<file path="config.mk">
export PLATFORM = sky130hd
export DESIGN_NAME = tlik_isqrt
export DESIGN_NICKNAME = d
export VERILOG_FILES = /design/src/rtl/core/tlik_pkg.sv /design/src/rtl/core/tlik_isqrt.sv
export SDC_FILE = /design/constraint.sdc
export NUM_CORES = 2
export LEC_CHECK = 0
export BUFFER_PORTS_ARGS = -buffer_cell sky130_fd_sc_hd__buf_2
export CAP_MARGIN = 10
export CORE_UTILIZATION = 50
export CTS_BUF_LIST = sky130_fd_sc_hd__clkbuf_16
export DETAILED_ROUTE_END_ITERATION = 8
export GPL_TIMING_DRIVEN = 0
export HOLD_SLACK_MARGIN = 0.1
export PLACE_DENSITY = 0.66
export SLEW_MARGIN = 20
export SYNTH_ARGS = -nofsm -noshare
export SYNTH_HDL_FRONTEND = slang
export SYNTH_SLANG_ARGS = --single-unit
</file>
<file path="constraint.sdc">
create_clock -name clk -period 4.7 [get_ports clk]
set_clock_uncertainty 0.2 [all_clocks]
set_input_delay 0.705 -clock clk [delete_from_list [all_inputs] [get_ports clk]]
set_output_delay 0.705 -clock clk [all_outputs]
set_load 0.01 [all_outputs]
</file>
<file path="src/rtl/core/tlik_pkg.sv">
// Shared constants, widths, arctangent table and pipeline side records
// for the two-link leg IK servo block. No dependencies.
package tlik_pkg;

  // PWM compare resolution and CORDIC depth (CORDIC_STEPS at most 24)
  localparam int DUTY_BITS    = 16;
  localparam int CORDIC_STEPS = 16;

  // Square-root pipeline: one result bit per stage
  localparam int DISC_W    = 52;
  localparam int ROOT_W    = DISC_W / 2;
  localparam int ISQ_STEPS = ROOT_W;

  // Datapath widths
  localparam int N_W   = 27;            // cosine numerators, signed
  localparam int CIN_W = 28;            // CORDIC operands, signed
  localparam int CX_W  = CIN_W + 18;    // CORDIC x/y, Q16 plus gain headroom
  localparam int Z_W   = 26;            // angles, Q16 degrees, signed

  localparam int Q16_ONE = 65536;
  localparam logic signed [Z_W-1:0] Z_90  = Z_W'(90 * Q16_ONE);
  localparam logic signed [Z_W-1:0] Z_N90 = Z_W'(-90 * Q16_ONE);

  // Reciprocal of 180 for the pulse scaling
  localparam int      RECIP_SHIFT = 30;
  localparam longint  RECIP_180   = (64'sd1 <<< RECIP_SHIFT) / 180;

  localparam int FRONT_LAT = 4;
  localparam int COR_LAT   = CORDIC_STEPS + 1;
  localparam int SERVO_LAT = 5 + DUTY_BITS;

  // atan(2^-i) in Q16 degrees, rounded to nearest
  function automatic logic signed [Z_W-1:0] atan_q16(input int i);
    logic signed [Z_W-1:0] v;
    case (i)
      0:  v = Z_W'(2949120);
      1:  v = Z_W'(1740967);
      2:  v = Z_W'(919879);
      3:  v = Z_W'(466945);
      4:  v = Z_W'(234379);
      5:  v = Z_W'(117304);
      6:  v = Z_W'(58666);
      7:  v = Z_W'(29335);
      8:  v = Z_W'(14668);
      9:  v = Z_W'(7334);
      10: v = Z_W'(3667);
      11: v = Z_W'(1833);
      12: v = Z_W'(917);
      13: v = Z_W'(458);
      14: v = Z_W'(229);
      15: v = Z_W'(115);
      16: v = Z_W'(57);
      17: v = Z_W'(29);
      18: v = Z_W'(14);
      19: v = Z_W'(7);
      20: v = Z_W'(4);
      21: v = Z_W'(2);
      22: v = Z_W'(1);
      default: v = '0;
    endcase
    return v;
  endfunction

  // Side record leaving the front end, carried along the square roots
  typedef struct packed {
    logic                  vld;
    logic [1:0]            leg;
    logic [7:0]            yaw;
    logic [7:0]            x;
    logic signed [8:0]     y;
    logic                  ok;
    logic signed [N_W-1:0] n1;
    logic signed [N_W-1:0] n2;
  } front_t;

  // Side record carried along the CORDIC units
  typedef struct packed {
    logic       vld;
    logic [1:0] leg;
    logic [7:0] yaw;
    logic       ok;
    logic       x_zero;
    logic       y_pos;
  } mid_t;

  // Servo angles carried along the duty units
  typedef struct packed {
    logic       vld;
    logic [1:0] leg;
    logic       ok;
    logic [7:0] fem;
    logic [7:0] tib;
    logic [7:0] yaw;
  } ang_t;

endpackage

</file>
<file path="src/rtl/core/tlik_isqrt.sv">
// Pipelined floor square root, one root bit per stage.
// Depends on tlik_pkg.
module tlik_isqrt import tlik_pkg::*; (
  input  logic              clk,
  input  logic [DISC_W-1:0] v_i,
  output logic [ROOT_W-1:0] root_o
);

  localparam int RW = ROOT_W + 2;

  logic [RW-1:0]     rem_r   [ISQ_STEPS];
  logic [RW-1:0]     rem_nxt [ISQ_STEPS];
  logic [ROOT_W-1:0] root_r  [ISQ_STEPS];
  logic [ROOT_W-1:0] root_nxt[ISQ_STEPS];
  logic [DISC_W-1:0] rad_r   [ISQ_STEPS];
  logic [DISC_W-1:0] rad_nxt [ISQ_STEPS];

  always_comb begin
    logic [RW-1:0]     src_rem;
    logic [ROOT_W-1:0] src_root;
    logic [DISC_W-1:0] src_rad;
    logic [RW+1:0]     rr;
    logic [RW-1:0]     trial;
    for (int k = 0; k < ISQ_STEPS; k++) begin
      if (k == 0) begin
        src_rem  = '0;
        src_root = '0;
        src_rad  = v_i;
      end else begin
        src_rem  = rem_r[k-1];
        src_root = root_r[k-1];
        src_rad  = rad_r[k-1];
      end
      rr    = {src_rem, src_rad[DISC_W-1 -: 2]};
      trial = {src_root, 2'b01};
      if (rr >= {2'b00, trial}) begin
        rem_nxt[k]  = RW'(rr - {2'b00, trial});
        root_nxt[k] = {src_root[ROOT_W-2:0], 1'b1};
      end else begin
        rem_nxt[k]  = rr[RW-1:0];
        root_nxt[k] = {src_root[ROOT_W-2:0], 1'b0};
      end
      rad_nxt[k] = src_rad << 2;
    end
  end

  always_ff @(posedge clk) begin
    for (int k = 0; k < ISQ_STEPS; k++) begin
      rem_r[k]  <= rem_nxt[k];
      root_r[k] <= root_nxt[k];
      rad_r[k]  <= rad_nxt[k];
    end
  end

  assign root_o = root_r[ISQ_STEPS-1];

endmodule

</file>
Word level (Yosys, flattened, before mapping)
Memories as Yosys holds them, arrays and structs flattened.
Cells that the tools add are included.
- bitwise gates (word level): 0
- divide/modulo/power cells: 0
- shifts and indexed selects: 0
- magnitude comparators: 26
- $add $sub $neg: 26
- reduce and logical (&&, ||, !) cells: 0
- multiplexer cells: 52
- $mul: 0
- equality and inequality tests: 0
- operator list (kind ; number):
    $ge A30 B28 Y1 ; 25
    $mux W28 ; 26
    $sub A28 B28 Y28 ; 25
    $mux W1 ; 26
    $sub A2 B1 Y3 const B ; 1
    $ge A2 B1 Y1 const B ; 1
- register bits after elaboration: 0
- latch bits: 0
- memories: 3
- memory bits (read-only): 0
- bits in writable memories: 2704
- word-level logic and storage cells: 107
- input bits: 53
- output and inout port bits: 26
- memories (memory ; depth ; bits a word ; rd ports ; clocked after memory_dff ; write ports ; line ; text):
    rad_r ; 26 ; 50 ; 25 ; 0 ; 26 ; tlik_isqrt.sv:15 ; logic [DISC_W-1:0] rad_r [ISQ_STEPS];
    rem_r ; 26 ; 28 ; 25 ; 0 ; 26 ; tlik_isqrt.sv:11 ; logic [RW-1:0] rem_r [ISQ_STEPS];
    root_r ; 26 ; 26 ; 26 ; 0 ; 26 ; tlik_isqrt.sv:13 ; logic [ROOT_W-1:0] root_r [ISQ_STEPS];

Depth between registers and ports, before layout
An unclocked memory read counts as a cell.
- depth after elaboration: 3
- depth in mapped cells: 14
- gate-level depth less buffers: 12

Worst setup path after synthesis
No wires, ideal clock.
- kind: flip-flop to flip-flop
- start point: memory root_r[1][130] (netlist name)
- end point: memory rem_r[1][172] (netlist name)
- data required time: 4377 ps
- path slack: 1407 ps
- arrival: 2969 ps
- setup time: 123 ps
- cell stages (with the launch flop): 12
- period minus slack after synthesis: 3293 ps
- buffers on the path: 1
- path through: dfxtp_1 -> inv_1 -> ha_1 -> nor2b_1 -> o31a_1 -> o21ba_2 -> a2111oi_0 -> a31o_2 -> o21ai_1 -> a21boi_1 -> clkbuf_1 -> mux2_1
- RTL lines (item ; line):
    from (decl) ; tlik_isqrt.sv:13
    to (decl) ; tlik_isqrt.sv:11

==> out/qor_table.md <==
| Item | Value | Unit |
| --- | --- | --- |
| Run status | complete, no violations | - |
| Routability congestion estimate from global placement | 0.910 | - |
| Startpoint of the most critical hold path | rad_r[0][634]$_DFF_P_ | - |
| Unrepaired setup endpoints after global routing | no | - |
| Number of iterations in the first detailed-routing pass | 5 | - |
| CTS tree | done | - |
| Maximum number of buffers from clock root to sink | 3 | - |
| Sum of negative setup slack | 0 | ns |
| Leakage | 32.3 | nW |
| Total inserted antenna cells | 0 | - |
| Register-to-register setup slack | 0.26 | ns |
| DRT antenna net count | 0 | - |
| Slew HR | 0.280 | - |
| Total clock buffers created by CTS | 160 | - |
| Biggest area contributors in the synthesized netlist | sky130_fd_sc_hd__dfxtp_1 55%, sky130_fd_sc_hd__ha_1 7.8%, sky130_fd_sc_hd__xnor2_1 3.9%, sky130_fd_sc_hd__xor2_1 3.9%, sky130_fd_sc_hd__a21oi_1 3.0% | - |
| Per-cell via count in the routed design | 5.13 | - |
| Class of the tightest hold or removal check | flip-flop to flip-flop | - |
| Largest area contributor in the synthesized netlist | sky130_fd_sc_hd__dfxtp_1 | - |
| Post-synth top area share | 0.550 | - |
| Die Outline Area | 122000 | um2 |
| Cell count after synthesis | 5945 | - |
| Highest attainable clock frequency | 225 | MHz |
| Starting DRT DRC Count | 2559 | - |
| Slew Viols, Final | 0 | - |
| Async S/R FF share, synth | 0 | - |
| Fraction of layout cells with a size suffix above 1 | 0.0617 | - |
| # DRC | 0 | - |
| Tightest Pin Transition | 1.08 | ns |
| Part of the Yosys area used for sequential elements | 0.550 | - |
| Setup Slack @ Placement | 0.414 | ns |
| Post-synthesis sequential element count | 1663 | - |
| Launching point of the worst reg2reg path | root_r[1][136]$_DFF_P_ | - |
| Number of enable flip-flop cells after synthesis | 0 | - |
| CTS Sinks | 1663 | - |
| Data required, critical path | 5.20 | ns |
| Via count of the first global-routing pass | 39782 | - |
| Final setup violation count | 0 | - |
| PD cells | 533 | nW/um2 |
| Clock-pin slew on the worst setup and hold paths | 0.06 | ns |
| Synth-to-Final Area Change | 13.8 | % |
| Final worst setup slack | 0.263 | ns |
| Hold-critical path endpoint | rad_r[0][686]$_DFF_P_ | - |
| Max H-tree Level | 4 | - |
| Total global-route track usage | 0.202 | - |
| Post-detailed-placement half-perimeter wirelength | 93.1 | mm |
| Root Buffer | sky130_fd_sc_hd__clkbuf_16 | - |
| Starting density of the core | 0.504 | - |
| Top-level I/O count | 79 | - |
| Wire length of the first global-routing pass | 200 | mm |
| Total length of routed wires | 124 | mm |
| Count of cell types in the netlist | 83 | - |
| Die H | 350 | um |
| Arrival time of data at the critical path endpoint | 4.94 | ns |
| VDD IR max | 404 | uV |
| Hold Vio Cnt, Final | 0 | - |
| Antenna violations before repair | 1 | - |
| Syn_nets | 6377 | - |
| Critical Path End Type | flip-flop | - |
| Endpoint of the worst register-to-register path | rem_r[1][191]$_DFF_P_ | - |
| Row cnt | 127 | - |
| Post-route fraction of the period consumed by the critical path | 0.944 | - |
| Nature of the critical path startpoint | flip-flop | - |
| Most frequently used flop master after synthesis | sky130_fd_sc_hd__dfxtp_1 | - |
| Number of warning messages in the yosys log | 0 | - |
| Logic depth of the worst register-to-register path | 13 | - |
| Max FO, Critical Path | 10 | - |
| Insertion delay of the later-clocked pin in the worst-skew pair | 0.78 | ns |
| Dominant cell by count in the synthesized netlist | sky130_fd_sc_hd__dfxtp_1 | - |
| Max-capacitance violation count | 0 | - |
| Net total in the final layout | 6670 | - |
| Most instantiated cells after synthesis | 1663 x sky130_fd_sc_hd__dfxtp_1, 472 x sky130_fd_sc_hd__inv_1, 409 x sky130_fd_sc_hd__nand2_1 | - |
| Width of the die | 350 | um |
| Core footprint | 120000 | um2 |
| Maximum number of pins on one net before global-route repair | 17 | - |
| Number of buffers inserted by post-CTS setup repair | 0 | - |
| Routed wirelength normalized by instance count | 15.6 | um |
| Classification of the worst setup path | flip-flop to flip-flop | - |
| Final Critical Period | 4.44 | ns |
| Cell depth of the worst hold path | 0 | - |
| Post-synthesis instance area | 60500 | um2 |
| Number of vias in the routed layout | 40922 | - |
| Number of input and output port buffers inserted | 78 | - |
| Overall overflow remaining after global route | 0 | - |
| Mean cell area of the mapped netlist | 10.2 | um2 |
-- what timing repair did --
item / in CTS / in global routing
endpoints found under the hold margin: 53 / 0
resized for setup: 0 / 0
hold buffers: 53 / 0
-- sequential cells by signal, indices dropped and copies added (netlist names) --
name / count
rem_r: 662
root_r: 351
rad_r: 650
-- where the power goes --
group          internal, W  leakage (nW)  switching, W
registers           0.0164          13.9       0.00172
clock network      0.00751          2.69       0.00537
logic              0.00258          15.7       0.00313
-- layer usage --
metal  vias up  wire length, um  GRT usage
met3       247             5560     0.0297
met4         0             3750     0.0793
met2       892            57600      0.336
li1      20910                -          -
met1     18873            57200      0.262
met5         -                0          0
-- worst max-delay path: stages, from the launching register on --
cell	delay, ns
sky130_fd_sc_hd__dfxtp_1	0.35
sky130_fd_sc_hd__inv_1	0.05
sky130_fd_sc_hd__ha_1	0.35
sky130_fd_sc_hd__and3_1	0.22
sky130_fd_sc_hd__a221oi_1	0.32
sky130_fd_sc_hd__o21ai_0	0.17
sky130_fd_sc_hd__a2111oi_0	0.65
sky130_fd_sc_hd__a31o_2	0.35
sky130_fd_sc_hd__o21ai_1	0.12
sky130_fd_sc_hd__a21boi_1	0.40
sky130_fd_sc_hd__clkbuf_1	0.54
sky130_fd_sc_hd__buf_2	0.41
sky130_fd_sc_hd__nand2_1	0.10
sky130_fd_sc_hd__o21ai_1	0.11
-- how the worst max path moves through the flow --
stage	from	to	slack [ns]	depth (start not counted)
global route	root_r[1][136]$_DFF_P_	rem_r[1][184]$_DFF_P_	0.004	13
global placement	root_r[1][136]$_DFF_P_	rem_r[1][191]$_DFF_P_	0.32	13
detailed placement	root_r[1][136]$_DFF_P_	rem_r[1][191]$_DFF_P_	0.41	13
finish	root_r[1][136]$_DFF_P_	rem_r[1][191]$_DFF_P_	0.26	13
floorplan	root_r[1][130]$_DFF_P_	rem_r[1][172]$_DFF_P_	1.41	11
CTS	root_r[1][136]$_DFF_P_	rem_r[1][191]$_DFF_P_	0.37	13
-- kinds of logic after synthesis --
family,count (synthesis),share of synthesized area
DFF,1663,0.550
muxes,51,0.00933
xor gates and xnor gates,541,0.0784
buffers and inverters,582,0.0363
other,1,0.0000620
adders and majority gates,379,0.0784
and+or+nand+nor,1528,0.125
AOI/OAI and AO/OA,1200,0.123
-- per-stage QoR --
stage               total power (W)  hold WS (ns)  utilization  instances  area, um2
floorplan                    0.0222         0.110            -       5945      60500
global placement             0.0239         0.109        0.524       7635      62900
detailed placement           0.0240         0.112        0.525       7635      62900
CTS                          0.0371         0.115        0.574       7980      68900
global route                 0.0386         0.120        0.574       7980      68900
finish                       0.0367         0.122        0.574       7980      68900
-- final cells by class --
type                    count  area [um2]
well taps                1612        2020
fillers                 10205       51100
repair buffers            131         921
clock inverters           131        1390
flip-flops and latches   1663       33300
inverters                 481        1810
plain buffers             101         389
multi-input cells        3700       25000
clock buffers             161        4030
-- cell usage in the layout, fill, tap and decap left out, types with 16 or more instances in the layout --
cell type	count
sky130_fd_sc_hd__dfxtp_1	1663
sky130_fd_sc_hd__inv_1	493
sky130_fd_sc_hd__nand2_1	409
sky130_fd_sc_hd__ha_1	379
sky130_fd_sc_hd__nor2_1	373
sky130_fd_sc_hd__a21oi_1	368
sky130_fd_sc_hd__xnor2_1	272
sky130_fd_sc_hd__xor2_1	268
sky130_fd_sc_hd__o21ai_0	233
sky130_fd_sc_hd__clkbuf_16	161
sky130_fd_sc_hd__nor3_1	148
sky130_fd_sc_hd__a21o_1	133
sky130_fd_sc_hd__o21ai_1	94
sky130_fd_sc_hd__clkbuf_1	88
sky130_fd_sc_hd__nand3_1	86
sky130_fd_sc_hd__buf_2	86
sky130_fd_sc_hd__o21a_1	76
sky130_fd_sc_hd__nor4_1	75
sky130_fd_sc_hd__nand2b_1	72
sky130_fd_sc_hd__or3_1	66
sky130_fd_sc_hd__nand4_1	57
sky130_fd_sc_hd__nor2b_1	55
sky130_fd_sc_hd__dlygate4sd3_1	53
sky130_fd_sc_hd__o31ai_1	36
sky130_fd_sc_hd__a211oi_1	35
sky130_fd_sc_hd__and3_1	33
sky130_fd_sc_hd__o21bai_1	33
sky130_fd_sc_hd__clkinv_1	32
sky130_fd_sc_hd__or4_1	31
sky130_fd_sc_hd__clkinv_2	27
sky130_fd_sc_hd__mux2_1	26
sky130_fd_sc_hd__a31oi_1	26
sky130_fd_sc_hd__bufinv_16	22
sky130_fd_sc_hd__o211ai_1	19
sky130_fd_sc_hd__and2_1	19
sky130_fd_sc_hd__nand3b_1	18
sky130_fd_sc_hd__a211o_1	17
sky130_fd_sc_hd__mux2_2	17
sky130_fd_sc_hd__or2_2	16
(Power assumes the default switching activity.)
