**config.mk**
```make
export PLATFORM = sky130hd
export DESIGN_NAME = tlik_servo
export DESIGN_NICKNAME = d
export VERILOG_FILES = /design/src/rtl/core/tlik_pkg.sv /design/src/rtl/core/tlik_servo.sv
export SDC_FILE = /design/constraint.sdc
export NUM_CORES = 2
export LEC_CHECK = 0
export ABC_AREA = 1
export BUFFER_PORTS_ARGS = -buffer_cell sky130_fd_sc_hd__buf_2
export CORE_MARGIN = 8
export CORE_UTILIZATION = 35
export CTS_CLUSTER_SIZE = 30
export DETAILED_ROUTE_END_ITERATION = 12
export HOLD_SLACK_MARGIN = 0.12
export PLACE_DENSITY = 0.51
export SETUP_SLACK_MARGIN = 0.1
export SKIP_LAST_GASP = 1
export SYNTH_ARGS = -nofsm -noshare
export SYNTH_HDL_FRONTEND = slang
export SYNTH_SLANG_ARGS = --single-unit
```
**constraint.sdc**
```tcl
create_clock -name clk -period 15.3 [get_ports clk]
set_clock_uncertainty 0.05 [all_clocks]
set_input_delay 1.53 -clock clk [delete_from_list [all_inputs] [get_ports clk]]
set_output_delay 1.53 -clock clk [all_outputs]
set_load 0.1 [all_outputs]
```
**src/rtl/core/tlik_pkg.sv**
```systemverilog
// Shared constants, widths, arctangent table and pipeline side records
// for the two-link leg IK servo block. No dependencies.
package tlik_pkg;

  // PWM compare resolution and CORDIC depth (CORDIC_STEPS at most 24)
  localparam int DUTY_BITS    = 16;
  localparam int CORDIC_STEPS = 16;

  // Square-root pipeline: one result bit per stage
  localparam int DISC_W    = 52;
  localparam int ROOT_W    = DISC_W / 2;
  localparam int ISQ_STEPS = ROOT_W;

  // Datapath widths
  localparam int N_W   = 27;            // cosine numerators, signed
  localparam int CIN_W = 28;            // CORDIC operands, signed
  localparam int CX_W  = CIN_W + 18;    // CORDIC x/y, Q16 plus gain headroom
  localparam int Z_W   = 26;            // angles, Q16 degrees, signed

  localparam int Q16_ONE = 65536;
  localparam logic signed [Z_W-1:0] Z_90  = Z_W'(90 * Q16_ONE);
  localparam logic signed [Z_W-1:0] Z_N90 = Z_W'(-90 * Q16_ONE);

  // Reciprocal of 180 for the pulse scaling
  localparam int      RECIP_SHIFT = 30;
  localparam longint  RECIP_180   = (64'sd1 <<< RECIP_SHIFT) / 180;

  localparam int FRONT_LAT = 4;
  localparam int COR_LAT   = CORDIC_STEPS + 1;
  localparam int SERVO_LAT = 5 + DUTY_BITS;

  // atan(2^-i) in Q16 degrees, rounded to nearest
  function automatic logic signed [Z_W-1:0] atan_q16(input int i);
    logic signed [Z_W-1:0] v;
    case (i)
      0:  v = Z_W'(2949120);
      1:  v = Z_W'(1740967);
      2:  v = Z_W'(919879);
      3:  v = Z_W'(466945);
      4:  v = Z_W'(234379);
      5:  v = Z_W'(117304);
      6:  v = Z_W'(58666);
      7:  v = Z_W'(29335);
      8:  v = Z_W'(14668);
      9:  v = Z_W'(7334);
      10: v = Z_W'(3667);
      11: v = Z_W'(1833);
      12: v = Z_W'(917);
      13: v = Z_W'(458);
      14: v = Z_W'(229);
      15: v = Z_W'(115);
      16: v = Z_W'(57);
      17: v = Z_W'(29);
      18: v = Z_W'(14);
      19: v = Z_W'(7);
      20: v = Z_W'(4);
      21: v = Z_W'(2);
      22: v = Z_W'(1);
      default: v = '0;
    endcase
    return v;
  endfunction

  // Side record leaving the front end, carried along the square roots
  typedef struct packed {
    logic                  vld;
    logic [1:0]            leg;
    logic [7:0]            yaw;
    logic [7:0]            x;
    logic signed [8:0]     y;
    logic                  ok;
    logic signed [N_W-1:0] n1;
    logic signed [N_W-1:0] n2;
  } front_t;

  // Side record carried along the CORDIC units
  typedef struct packed {
    logic       vld;
    logic [1:0] leg;
    logic [7:0] yaw;
    logic       ok;
    logic       x_zero;
    logic       y_pos;
  } mid_t;

  // Servo angles carried along the duty units
  typedef struct packed {
    logic       vld;
    logic [1:0] leg;
    logic       ok;
    logic [7:0] fem;
    logic [7:0] tib;
    logic [7:0] yaw;
  } ang_t;

endpackage

```
**src/rtl/core/tlik_servo.sv**
```systemverilog
// Servo angle to PWM compare: pulse scaling by reciprocal of 180, then a
// pipelined restoring divide by the frame. Depends on tlik_pkg.
module tlik_servo import tlik_pkg::*; (
  input  logic        clk,
  input  logic [7:0]  angle_i,
  input  logic [14:0] pmin_i,
  input  logic [14:0] pmax_i,
  input  logic [15:0] frame_i,
  output logic [15:0] duty_o
);

  localparam int NW = DUTY_BITS + 19;
  localparam int DW = (DUTY_BITS > 16) ? DUTY_BITS : 16;
  localparam logic [DUTY_BITS-1:0] MAXD = '1;

  // stage 1
  logic signed [24:0] s1_p_r;
  logic signed [15:0] span;
  logic signed [24:0] p_full;
  // stage 2
  logic        s2_neg_r;
  logic [23:0] s2_m_r;
  logic [46:0] s2_prod_r;
  logic [23:0] mag;
  // stage 3
  logic        s3_neg_r;
  logic [23:0] s3_m_r;
  logic [16:0] s3_q0_r;
  logic [24:0] s3_qm_r;
  // stage 4
  logic signed [17:0] s4_pulse_r;
  logic [23:0]        rmd;
  logic [16:0]        qc;
  logic signed [17:0] sq;
  // stage 5 and divider
  logic [16:0]          pc;
  logic [15:0]          fr;
  logic [DUTY_BITS+16:0] pm;
  logic [NW-1:0]        num;
  logic [NW-1:0]        rem_r  [DUTY_BITS+1];
  logic [NW-1:0]        rem_nxt[DUTY_BITS+1];
  logic [DUTY_BITS-1:0] q_r    [DUTY_BITS+1];
  logic [DUTY_BITS-1:0] q_nxt  [DUTY_BITS+1];
  logic [16:0]          dv_r   [DUTY_BITS+1];
  logic                 ovf_r  [DUTY_BITS+1];
  logic                 ovf0;
  logic [DUTY_BITS-1:0] full;
  logic [DW-1:0]        dext;

  always_comb begin
    span   = $signed({1'b0, pmax_i}) - $signed({1'b0, pmin_i});
    p_full = $signed({1'b0, angle_i}) * span;
    mag    = s1_p_r[24] ? 24'(-s1_p_r) : s1_p_r[23:0];
    rmd    = s3_m_r - s3_qm_r[23:0];
    qc     = s3_q0_r + 17'(rmd >= 24'd180);
    sq     = s3_neg_r ? -$signed({1'b0, qc}) : $signed({1'b0, qc});
  end

  always_comb begin
    logic [NW-1:0] trial;
    pc   = (s4_pulse_r > 0) ? s4_pulse_r[16:0] : '0;
    fr   = (frame_i == '0) ? 16'd1 : frame_i;
    pm   = {pc, {DUTY_BITS{1'b0}}} - (DUTY_BITS+17)'(pc);
    num  = NW'({pm, 1'b0}) + NW'(fr);
    ovf0 = num >= (NW'({fr, 1'b0}) << DUTY_BITS);
    rem_nxt[0] = num;
    q_nxt[0]   = '0;
    for (int j = 0; j < DUTY_BITS; j++) begin
      trial        = NW'(dv_r[j]) << (DUTY_BITS - 1 - j);
      q_nxt[j+1]   = q_r[j];
      rem_nxt[j+1] = rem_r[j];
      if (rem_r[j] >= trial) begin
        rem_nxt[j+1] = rem_r[j] - trial;
        q_nxt[j+1][DUTY_BITS-1-j] = 1'b1;
      end
    end
  end

  always_ff @(posedge clk) begin
    s1_p_r     <= p_full;
    s2_neg_r   <= s1_p_r[24];
    s2_m_r     <= mag;
    s2_prod_r  <= mag * 23'(RECIP_180);
    s3_neg_r   <= s2_neg_r;
    s3_m_r     <= s2_m_r;
    s3_q0_r    <= s2_prod_r[46:RECIP_SHIFT];
    s3_qm_r    <= s2_prod_r[46:RECIP_SHIFT] * 8'd180;
    s4_pulse_r <= $signed({3'b000, pmin_i}) + sq;
    dv_r[0]    <= {fr, 1'b0};
    ovf_r[0]   <= ovf0;
    for (int j = 0; j <= DUTY_BITS; j++) begin
      rem_r[j] <= rem_nxt[j];
      q_r[j]   <= q_nxt[j];
    end
    for (int j = 1; j <= DUTY_BITS; j++) begin
      dv_r[j]  <= dv_r[j-1];
      ovf_r[j] <= ovf_r[j-1];
    end
  end

  // saturate at full scale, then at 16 bits
  always_comb begin
    full   = ovf_r[DUTY_BITS] ? MAXD : q_r[DUTY_BITS];
    dext   = DW'(full);
    duty_o = (dext > DW'(16'hFFFF)) ? 16'hFFFF : dext[15:0];
  end

endmodule

```
After elaboration in Yosys (flattened, before gate mapping):

Memories as Yosys holds them, arrays and structs flattened.
Cells that the tools add are included.

* register bits: 175
* RAM bits: 1173
* output and inout bits: 16
* word-level logic and storage cells: 99
* memories kept: 4

* add/subtract/negate cells: 24
* $mul: 3
* magnitude comparators: 20
* mux-type cells: 38
* reduce and logical (&&, ||, !) cells: 1

Memories
* rem_r: words 17, width 35, read ports 16, clocked after memory_dff 0, wr ports 17, RTL line tlik_servo.sv:40 `logic [NW-1:0] rem_r [DUTY_BITS+1];`
* dv_r: words 17, width 17, read ports 16, clocked after memory_dff 0, wr ports 17, RTL line tlik_servo.sv:44 `logic [16:0] dv_r [DUTY_BITS+1];`
* q_r: words 17, width 16, read ports 17, clocked after memory_dff 0, wr ports 17, RTL line tlik_servo.sv:42 `logic [DUTY_BITS-1:0] q_r [DUTY_BITS+1];`
* ovf_r: words 17, width 1, read ports 17, clocked after memory_dff 0, wr ports 17, RTL line tlik_servo.sv:45 `logic ovf_r [DUTY_BITS+1];`

Operators with widths (count)
* 35-bit two-way mux: 16
* 16-bit two-way mux: 3
* 24-bit by 19-bit multiplier with 43-bit output (second input constant): 1
* 34-bit by 16-bit adder with 35-bit output: 1
* 35-bit by 17-bit >= comparator with 1-bit output: 1
* 35-bit by 18-bit >= comparator with 1-bit output: 1
* 35-bit by 19-bit >= comparator with 1-bit output: 1
* 35-bit by 20-bit >= comparator with 1-bit output: 1
* 35-bit by 21-bit >= comparator with 1-bit output: 1
* 35-bit by 22-bit >= comparator with 1-bit output: 1
* 35-bit by 23-bit >= comparator with 1-bit output: 1
* 35-bit by 24-bit >= comparator with 1-bit output: 1
* 35-bit by 25-bit >= comparator with 1-bit output: 1
* 35-bit by 26-bit >= comparator with 1-bit output: 1
* 35-bit by 27-bit >= comparator with 1-bit output: 1
* 35-bit by 28-bit >= comparator with 1-bit output: 1
* 35-bit by 29-bit >= comparator with 1-bit output: 1
* 35-bit by 30-bit >= comparator with 1-bit output: 1
* 35-bit by 31-bit >= comparator with 1-bit output: 1
* 35-bit by 32-bit >= comparator with 1-bit output: 1
* 35-bit by 33-bit >= comparator with 1-bit output: 1
* 35-bit by 17-bit subtractor with 35-bit output: 1
* 35-bit by 18-bit subtractor with 35-bit output: 1
* 35-bit by 19-bit subtractor with 35-bit output: 1
* 30 further kinds: 45

Longest topological paths before layout:

* word-level depth: 6
* gate-level depth with buffers: 39
* depth with buffers taken out: 39

Worst setup path after synthesis:

OpenSTA, ideal clock, no wires.

* path type: input-to-reg
* from: input pmax_i[0]
* to: register s1_p_r[24]
* data arrival time: 6.815 ns
* data required time: 15.138 ns
* slack: 8.322 ns
* cell stages on the path: 29
* buffers on the path: 0
* path through: inv_1 > ha_1 > inv_1 > fa_1 > nand3_1 > and2_1 > or2_2 > nand2_1 > a21oi_1 > xnor2_1 > inv_1 > nor2_1 > fa_1 > fa_1 > fa_1 > fa_1 > ha_1 > a21oi_1 > o21ai_0 > a21oi_1 > o21bai_1 > a21oi_1 > o21ai_0 > a21boi_0 > o21ai_0 > nand2_1 > nand2_1 > nand2_1 > nand2_1

* longest elaborated chain between the ends: 2

RTL lines
* from (decl): RTL line tlik_servo.sv:7 `input logic [14:0] pmax_i,`
* 15-bit by 15-bit subtractor with 16-bit output: RTL line tlik_servo.sv:51 `span = $signed({1'b0, pmax_i}) - $signed({1'b0, pmin_i});`
* 9-bit by 16-bit multiplier with 25-bit output: RTL line tlik_servo.sv:52 `p_full = $signed({1'b0, angle_i}) * span;`
* net p_full[24]: RTL line tlik_servo.sv:19 `logic signed [24:0] p_full;`
* to (signal assigned): RTL line tlik_servo.sv:80 `s1_p_r <= p_full;`
* to (decl): RTL line tlik_servo.sv:17 `logic signed [24:0] s1_p_r;`

The timed path passes the listed nets, and every way through them passes these cells.

Final worst setup path:

* from: register s1_p_r[0]
* to: register s2_prod_r[44]

* longest elaborated chain between the ends: 3

RTL lines
* 24-bit negator: RTL line tlik_servo.sv:53 `mag = s1_p_r[24] ? 24'(-s1_p_r) : s1_p_r[23:0];`
* 24-bit two-way mux: RTL line tlik_servo.sv:53
* net mag[22]: RTL line tlik_servo.sv:24 `logic [23:0] mag;`
* 24-bit by 19-bit multiplier with 43-bit output: RTL line tlik_servo.sv:83 `s2_prod_r <= mag * 23'(RECIP_180);`
* to (signal assigned): RTL line tlik_servo.sv:83
* to (decl): RTL line tlik_servo.sv:23 `logic [46:0] s2_prod_r;`

The timed path passes the listed nets, and every way through them passes these cells.

==> flow_metrics.tcl <==
set metrics [dict create \
    synthCells 7424 \
    wl_microns 156000 \
    crit_type "reg -> reg" \
    cp_slowest_stage_delay_ns 0.51 \
    reg2reg_depth 34 \
    r2r-start "s1_p_r[0]$_DFF_P_" \
    antenna_found_initial 4 \
    status "finished clean" \
    avgSynthCellArea_sq_um 8.33 \
    min_path_type "reg -> reg" \
    htree_levels 3 \
    async_flop_share 0 \
    clkTransAtPathRegs_ns 0.06 \
    post-cts-setup-buffers 0 \
    grt_pass1_wl_microns 250000 \
    core_area_sq_um 176000 \
    period_share 0.514 \
    root_buffer "clkbuf_16" \
    drt_iter0_markers 2225 \
    io_pins 71 \
    routedWlPerCell_microns 15.6 \
    min_path_cells 0 \
    yosysWarnings 0 \
    clockBufferDepth 3 \
    initial_utilization 0.351 \
    dr.pass1.iters 8 \
    rsz0062_at_grt "no" \
    maxSlewViolCount 0 \
    die-area_sq_um 190000 \
    synth_edf_count 0 \
    cts-resized-gates 0 \
    drc 0 \
    syn_to_final_growth_pct 11.7 \
    cts.sinks 1096 \
    grt_usage 0.160 \
    synth.yosys.seq_area_share 0.355 \
    placement.io_buffers 70 \
    syn_area_sq_um 61800 \
    hold_viol_final 0 \
    cp.required_ns 15.88 \
    rows 154 \
    regToRegEndpoint "s2_prod_r[44]$_DFF_P_" \
    clkLatencyLatePin_ns 0.75 \
    dp_hpwl_microns 130000 \
    viasPerCell 4.65 \
    synth_ff_type "dfxtp_1" \
    min_to "ovf_r[0][3]$_DFF_P_" \
    drive_gt1_frac 0.0532 \
    startpoint_type "register" \
    setup_viol 0 \
    worst-endpoint-arrival_ns 8.44 \
    grt_max_degree 39 \
    critPathSlowestCell "fa_1" \
    gp_congestion 0.902 \
    yosys_register_bits 1096 \
    max_freq_ghz 0.127 \
    ctsHoldBuffers 0 \
    overflow 0 \
    r2r_slack_ns 7.43 \
    final.setup.tns_ns 0 \
    syn-num-nets 8387 \
    vias 46500 \
    die-height_microns 436 \
    grt_pass1_vias 47400 \
    ys_types 61 \
    cts_tree "done" \
    slew_headroom 0.331 \
    nets 8513 \
    ant_nets 0 \
    cts_made_buffers 119 \
    endpoint_kind "register" \
    worst_pin_slew_ns 0.996 \
    hold_start "ovf_r[0][2]$_DFF_P_" \
    die_width_microns 436 \
    cpMostUsedCell "nand2_1" \
    path_max_fanout 7 \
    min_period_ns 7.87 \
    drv_cap 0 \
]
==> registers in the layout, summed over array words and instances (netlist names), 18 cells and up <==
| register | flops |
|---|---|
| dv_r | 240 |
| s4_pulse_r | 18 |
| s3_qm_r | 20 |
| rem_r | 560 |
| s3_m_r | 22 |
| s1_p_r | 25 |
| q_r | 136 |
| s2_m_r | 22 |
==> metrics by stage <==
| stage | worst slack [ns] | cell area, sq um | hold slack [ns] | util | cells |
|---|---|---|---|---|---|
| floorplan | 8.32 | 61800 | 0.260 | - | 7424 |
| global placement | 7.37 | 64900 | 0.260 | 0.369 | 9769 |
| detailed placement | 7.27 | 64900 | 0.262 | 0.369 | 9769 |
| CTS | 7.31 | 69100 | 0.249 | 0.393 | 9990 |
| global route | 6.69 | 69100 | 0.246 | 0.393 | 9995 |
| finish | 7.43 | 69100 | 0.270 | 0.393 | 9996 |
==> metal layers <==
metal,vias up,GRT usage,share of wire
met4,0,0.0496,0.031
met2,729,0.287,0.49
met3,244,0.0192,0.030
met5,-,0,0
met1,21500,0.200,0.45
li1,24000,-,-
==> cells in the final DEF, fill, tap and decap left out, types with 16 or more instances in the layout <==
cell	Yosys	routed
a21boi_0	20	20
a21o_1	29	29
a21oi_1	465	465
a31oi_1	46	45
buf_2	12	70
clkbuf_16	0	119
clkbuf_8	0	31
clkinv_2	0	22
dfxtp_1	1096	1095
fa_1	307	307
ha_1	601	601
inv_1	1358	1358
nand2_1	1130	1130
nand3_1	216	216
nand3b_1	16	16
nand4_1	84	84
nor2_1	616	614
nor3_1	100	100
nor4_1	86	86
o211ai_1	32	32
o21a_1	18	18
o21ai_0	403	403
o31ai_1	19	19
or2_2	36	36
xnor2_1	232	232
xor2_1	276	276
==> logic make-up (layout without fill, tap and decap cells) <==
| kind of cell | Yosys count | in the layout | share of synthesized area |
|---|---|---|---|
| AOI/OAI and AO/OA | 1104 | 1104 | 0.0986 |
| xor gates and xnor gates | 508 | 508 | 0.0720 |
| adders and majority gates | 908 | 908 | 0.221 |
| buffers and inverters | 1448 | 1674 | 0.0885 |
| DFF | 1096 | 1096 | 0.355 |
| other | 1 | 7 | 0.0000606 |
| and+or+nand+nor | 2359 | 2359 | 0.165 |
==> worst max-delay path by stage <==
stage | start | endpoint | slack [ns] | depth (start not counted)
after floorplan | pmax_i[0] | s1_p_r[24]$_DFF_P_ | 8.32 | 29
after global placement | pmin_i[1] | s1_p_r[24]$_DFF_P_ | 7.37 | 33
after detailed placement | pmin_i[1] | s1_p_r[23]$_DFF_P_ | 7.27 | 27
after CTS | s1_p_r[0]$_DFF_P_ | s2_prod_r[44]$_DFF_P_ | 7.31 | 34
after global routing | s1_p_r[0]$_DFF_P_ | s2_prod_r[46]$_DFF_P_ | 6.69 | 33
final | s1_p_r[0]$_DFF_P_ | s2_prod_r[44]$_DFF_P_ | 7.43 | 34
==> cells in the mapped netlist (32+ instances only) <==
cell / count / area (sq um)
a21oi_1: 465 / 2330
a31oi_1: 46 / 288
clkbuf_1: 63 / 236
dfxtp_1: 1096 / 21900
fa_1: 307 / 6150
ha_1: 601 / 7520
inv_1: 1358 / 5100
nand2_1: 1130 / 4240
nand3_1: 216 / 1080
nand4_1: 84 / 526
nor2_1: 616 / 2310
nor3_1: 100 / 500
nor4_1: 86 / 538
o211ai_1: 32 / 240
o21ai_0: 403 / 2020
or2_2: 36 / 225
xnor2_1: 232 / 2030
xor2_1: 276 / 2420
==> critical path, delay by kind of cell, from the launching register on <==
kind | cells | cell delay (ns)
AND/OR/NAND/NOR | 12 | 1.60
adder cells (fa/ha/maj) | 8 | 3.27
AO/OA/AOI/OAI | 6 | 1.37
XOR/XNOR | 1 | 0.41
buffers and inverters | 7 | 0.66
flip-flops | 1 | 0.39
==> final cells by class <==
type                            instances  area [sq um]
Antenna cell                            6          15.0
Clock inverter                         59           726
Inverter                             1368          5130
Fill cell                           17900        107000
Tap cell                             2340          2930
Timing Repair Buffer                   85           463
Clock buffer                          162          3450
Multi-Input combinational cell       4880         34400
Sequential cell                      1096         21900
Power is left out: the tool's default activity adds up to more than one toggle a clock period on the data nets, which glitch-free logic cannot reach.
